===== src/sv/skt_pkg.sv =====
// Package for the sorted key table: sizes, status and request codes,
// and the record and control structures shared by the cell and the top level.
// Depends on nothing.
`timescale 1ns / 1ps

package skt_pkg;

  localparam int CAPACITY = 64;
  localparam int IDX_W    = $clog2(CAPACITY);
  localparam int CNT_W    = $clog2(CAPACITY + 1);

  localparam int KEY_W    = 32;
  localparam int AGE_W    = 8;
  localparam int NAME_W   = 40;
  localparam int POS_W    = 6;
  localparam int COUNT_W  = 7;

  typedef enum logic [1:0] {
    KIND_INSERT = 2'd0,
    KIND_REMOVE = 2'd1,
    KIND_SEARCH = 2'd2,
    KIND_CLEAR  = 2'd3
  } kind_t;

  typedef enum logic [1:0] {
    ST_OK        = 2'd0,
    ST_DUPLICATE = 2'd1,
    ST_NOT_FOUND = 2'd2,
    ST_FULL      = 2'd3
  } status_t;

  typedef struct packed {
    logic signed [KEY_W-1:0] key;
    logic [AGE_W-1:0]        age;
    logic [NAME_W-1:0]       name_head;
    logic [NAME_W-1:0]       name_tail;
  } rec_t;

  // Broadcast from the controller to every cell.
  typedef struct packed {
    logic cmp;
    logic ins;
    logic rem;
    rec_t req;
  } ctl_t;

endpackage


===== src/sv/skt_cell.sv =====
// One cell of the sorted record chain: holds a record, compares it with the
// broadcast request key and shifts records to or from its neighbours.
// Depends on skt_pkg.
`timescale 1ns / 1ps

module skt_cell
  import skt_pkg::*;
(
  input  logic clk,
  input  logic rst_n,
  input  ctl_t ctl,
  input  logic valid,
  input  logic left_lt,
  input  rec_t left_rec,
  input  rec_t right_rec,
  output rec_t rec,
  output logic lt,
  output logic eq
);

  rec_t rec_r;
  rec_t rec_nxt;
  logic lt_r;
  logic eq_r;

  always_ff @(posedge clk) begin
    if (!rst_n) begin
      lt_r <= 1'b0;
      eq_r <= 1'b0;
    end else if (ctl.cmp) begin
      lt_r <= valid && (rec_r.key < ctl.req.key);
      eq_r <= valid && (rec_r.key == ctl.req.key);
    end
  end

  // Cells at or beyond the insertion point move one place up; the first of
  // them takes the new record. On removal they all pull from the right.
  always_comb begin
    rec_nxt = rec_r;
    if (ctl.ins && !lt_r) begin
      rec_nxt = left_lt ? ctl.req : left_rec;
    end else if (ctl.rem && !lt_r) begin
      rec_nxt = right_rec;
    end
  end

  always_ff @(posedge clk) begin
    rec_r <= rec_nxt;
  end

  assign rec = rec_r;
  assign lt  = lt_r;
  assign eq  = eq_r;

endmodule


===== config.mk =====
export PLATFORM = sky130hd
export DESIGN_NAME = skt_cell
export DESIGN_NICKNAME = d
export VERILOG_FILES = /design/src/sv/skt_pkg.sv /design/src/sv/skt_cell.sv
export SDC_FILE = /design/constraint.sdc
export NUM_CORES = 1
export LEC_CHECK = 0
export BUFFER_PORTS_ARGS = -buffer_cell sky130_fd_sc_hd__buf_2
export CAP_MARGIN = 0
export CORE_AREA = 4 4 188 190
export DETAILED_ROUTE_END_ITERATION = 8
export DIE_AREA = 0 0 192 194
export SKIP_CTS_REPAIR_TIMING = 1
export SYNTH_ARGS = -nofsm -noshare
export SYNTH_HDL_FRONTEND = slang
export SYNTH_SLANG_ARGS = --single-unit

===== constraint.sdc =====
create_clock -name clk -period 17.6 [get_ports clk]
set_input_delay 3.52 -clock clk [delete_from_list [all_inputs] [get_ports clk]]
set_output_delay 3.52 -clock clk [all_outputs]
set_load 0.02 [all_outputs]

---- Word-level counts from Yosys, hierarchy flattened ----
Cells that the tools add are included.
cells by class
  order comparisons ....................... 1
  equality and inequality tests ........... 1
  multiplexer cells ....................... 3
  reductions and logical operators ........ 6
operators with widths
  kind                  count
  120-bit two-way mux   3
  32-bit equality test  1
  32-bit < comparator   1
  1-bit logical AND     4
  2-bit nonzero test    1
  1-bit logical NOT     1
word-level totals
  flip-flop bits (word level) ............. 122
  input bits .............................. 367
  output and inout bits ................... 122
  logic and storage cells ................. 17

---- Longest topological paths before layout ----
  depth after elaboration ................. 4
  gate-level depth with buffers ........... 8
  gate-level depth less buffers ........... 8

---- Least setup slack after synthesis ----
No wires, ideal clock.
  path type ............................... input to register
  start point ............................. input ctl[121] (netlist bit)
  end point ............................... register rec_r (netlist bit rec[0]), enable pin
  setup time .............................. 0.604 ns
  data arrival time ....................... 8.603 ns
  required time ........................... 16.996 ns
  path slack .............................. 8.393 ns
  stages .................................. 2
  path buffers ............................ 0
  cells stage by stage .................... nor2_1 > nor2_1
on the way
  cells in the longest elaborated chain, start to end .. 2
RTL lines
  what                          line            source
  from (decl)                   skt_cell.sv:11  input ctl_t ctl,
  1-bit logical AND             skt_cell.sv:40  if (ctl.ins && !lt_r) begin
  2-bit nonzero test (no line)  -
  to (signal assigned)          skt_cell.sv:48  rec_r <= rec_nxt;
  to (decl)                     skt_cell.sv:21  rec_t rec_r;
No other way between the ends.
A chain may end at the register's enable or synchronous reset.

==> impl_metrics.ini <==
[cts]
tritoncts = built
htreeDepth = 4
clk_pin_slew_ns = 0.07
cts.sinks = 122
clock_latency_ns = 0.42
clockBufferDepth = 2
cts_buffers = 17
cts-root-buf = clkbuf_16

[setup_path]
critical_path_peak_fanout = 61
worstSetupStartpointType = input port
cp.arrival_ns = 5.53
endpoint_kind = flop
cp.required_ns = 17.73
crit_type = input port to flop

[global_route]
grt_pass1_wl_um = 37650
grtUsageTotal_pct = 13.10
grt_pass1_vias = 6797
antenna_found_initial = 1
grt_max_degree = 118
grt-ovfl-total = 0

[sta]
finalHoldViolCount = 0
fin_hold_ws_ns = 0.4793
setup_violations = 0
period_minus_slack_ns = 5.399
setup_tns_ns = 0
fmax_mhz = 185.2
tightest_slew_ns = 1.056
drv_slew = 0
grt_setup_unrepaired = no
fin_skew_ns = 0.008919
finalCritPeriodShare_pct = 30.68
slew_headroom_pct = 29.63

[routing]
first_iter_violations = 255
routed_wl_um = 25920
vias = 6654
drc = 0
wire_per_inst_um = 16.37
ant_nets = 0
avgViaCountPerCell = 4.203
firstDrtPassIters = 4

[floorplanning]
initial_utilization_pct = 20.75
io_pins = 489
dieArea_um2 = 37250
die_y_um = 194
rows = 67
core-area_um2 = 33450
die_x_um = 192

[logic_synthesis]
synth_compound_gate_area_share_pct = 11.21
yosys.area.top_type_share_pct = 51.92
synth-xor-area-share_pct = 0
yosysTopAreaCell = edfxtp_1
synth_edf_count = 120
synthTopCellsByCount = nand2_1, o21ai_0, edfxtp_1, mux2i_1, inv_1
ys_ff_latch = 122
synth_nets = 1048
syn_avg_cell_area_um2 = 10.69
synthAdderAreaFrac_pct = 5.769
syn_inst = 649
synth_ff_type = edfxtp_1
yosysSeqAreaShare_pct = 52.50
synth_top_family_by_area = multiplexers
synth.most_common_cell = nand2_1
muxShareOfSynthArea_pct = 17.31
synth_area_leaders = edfxtp_1, mux2i_1, o21ai_0, nand2_1, ha_1
synthSimpleGateAreaFrac_pct = 8.816
ys_types = 24
yosysWarnings = 0
syn_area_um2 = 6940
synth-async-reset-ratio_pct = 0

[pwr]
power.switching_mw = 0.3168
finalPower_mw = 1.010
powerDensity_nw_per_um2 = 96.89
p_leak_nw = 5.200
combPwrFrac_pct = 25.2
ir_drop_mv = 0.06214
clock_power_share_pct = 36.0
internal-power_mw = 0.6933
power_frac_seq_pct = 38.8
p_sw_share_pct = 31.36

[outcome]
status = finished, final reports clean

[place]
routabilityCongestion = 0.8565
dp_hpwl_um = 20710
place_inst = 1550
io_buffer_count = 488

[flow_run]
cap_violations = 0

[cells_and_area]
area_growth_pct = 50.22
nets = 1520
drive_above_1_share_pct = 46.47
finalNonFillerCells = 1583

[hold_path]
hp-class = flop to flop
==> power by group through the flow <==
stage	Clock, mW	Sequential [mW]	Combinational (mW)
6_report	0.364	0.392	0.254
5_1_grt	0.389	0.397	0.279
4_1_cts	0.378	0.393	0.259
3_5_place_dp	0	0.399	0.258
3_3_place_gp	0	0.397	0.255
2_1_floorplan	0	0.455	0.0861
==> kinds of logic (layout without fill, tap and decap cells) <==
group / after synthesis / after routing
buf+inv: 74 / 559
mux: 120 / 120
simple gates: 153 / 153
compound gates: 148 / 148
fa+ha+maj: 32 / 32
other cells: 0 / 1
flops: 122 / 122
==> placed cells by master, fill, tap and decap left out <==
cell,count
a2111o_1,1
a211o_1,3
a21boi_0,1
a21o_1,2
a21oi_1,14
a21oi_2,2
a221o_1,1
buf_2,487
buf_4,5
buf_6,1
bufinv_16,3
clkbuf_16,17
clkinv_1,2
clkinv_2,2
clkinv_4,2
clkinvlp_4,3
dfxtp_1,2
diode_2,1
edfxtp_1,120
ha_1,32
inv_1,34
inv_6,3
mux2i_1,120
nand2_1,128
nand2b_1,1
nand2b_4,1
nand3_1,5
nand4_1,8
nor2_1,6
nor2_4,1
nor3_1,1
nor4_1,2
o21ai_0,122
o21ai_1,2
==> worst max-delay path, stage by stage <==
cell and delay [ns]:
buf_6 0.52, buf_4 0.88, mux2i_1 0.28, o21ai_0 0.11
==> routing by layer <==
metal  wire length (um)  vias to the layer above  GRT usage (%)
met5                  0                        -              0
met2              12910                      336          22.77
met3               2432                       25          4.411
li1                   -                     3295              -
met1              10140                     2998          15.09
met4                435                        0          4.253
==> worst paths after layout <==
kind	to	slack [ns]	cells past startpoint	from
worst max-delay path	rec[34]	12.20	4	left_lt
worst min-delay path	eq	0.48	2	eq
worst max register to register	rec[115]	15.16	3	lt
worst min register to register	eq	0.48	2	eq
==> state kept, by name (all words and copies together), names as in the netlist <==
signal / count
eq: 1
lt: 1
rec: 120
==> final cells by class <==
| cell class | instances | area (um2) |
|---|---|---|
| Clock buffer | 17 | 425.4 |
| Clock inverter | 15 | 173.9 |
| Fill cell | 3513 | 23020 |
| Multi-Input combinational cell | 453 | 3007 |
| Tap cell | 448 | 560.5 |
| Antenna cell | 1 | 2.502 |
| Inverter | 34 | 127.6 |
| Timing Repair Buffer | 493 | 2486 |
| Sequential cell | 122 | 3643 |
==> through the flow <==
step / utilization (%) / instance area [um2] / setup WS (ns)
final: 31.17 / 10430 / 12.20
after detailed placement: 29.37 / 9824 / 11.75
after CTS: 31.16 / 10420 / 12.24
after global placement: 29.37 / 9824 / 11.81
after floorplan: - / 6940 / 8.393
after global routing: 31.17 / 10430 / 12.14
Note: power is estimated with default switching activity, not from simulation.
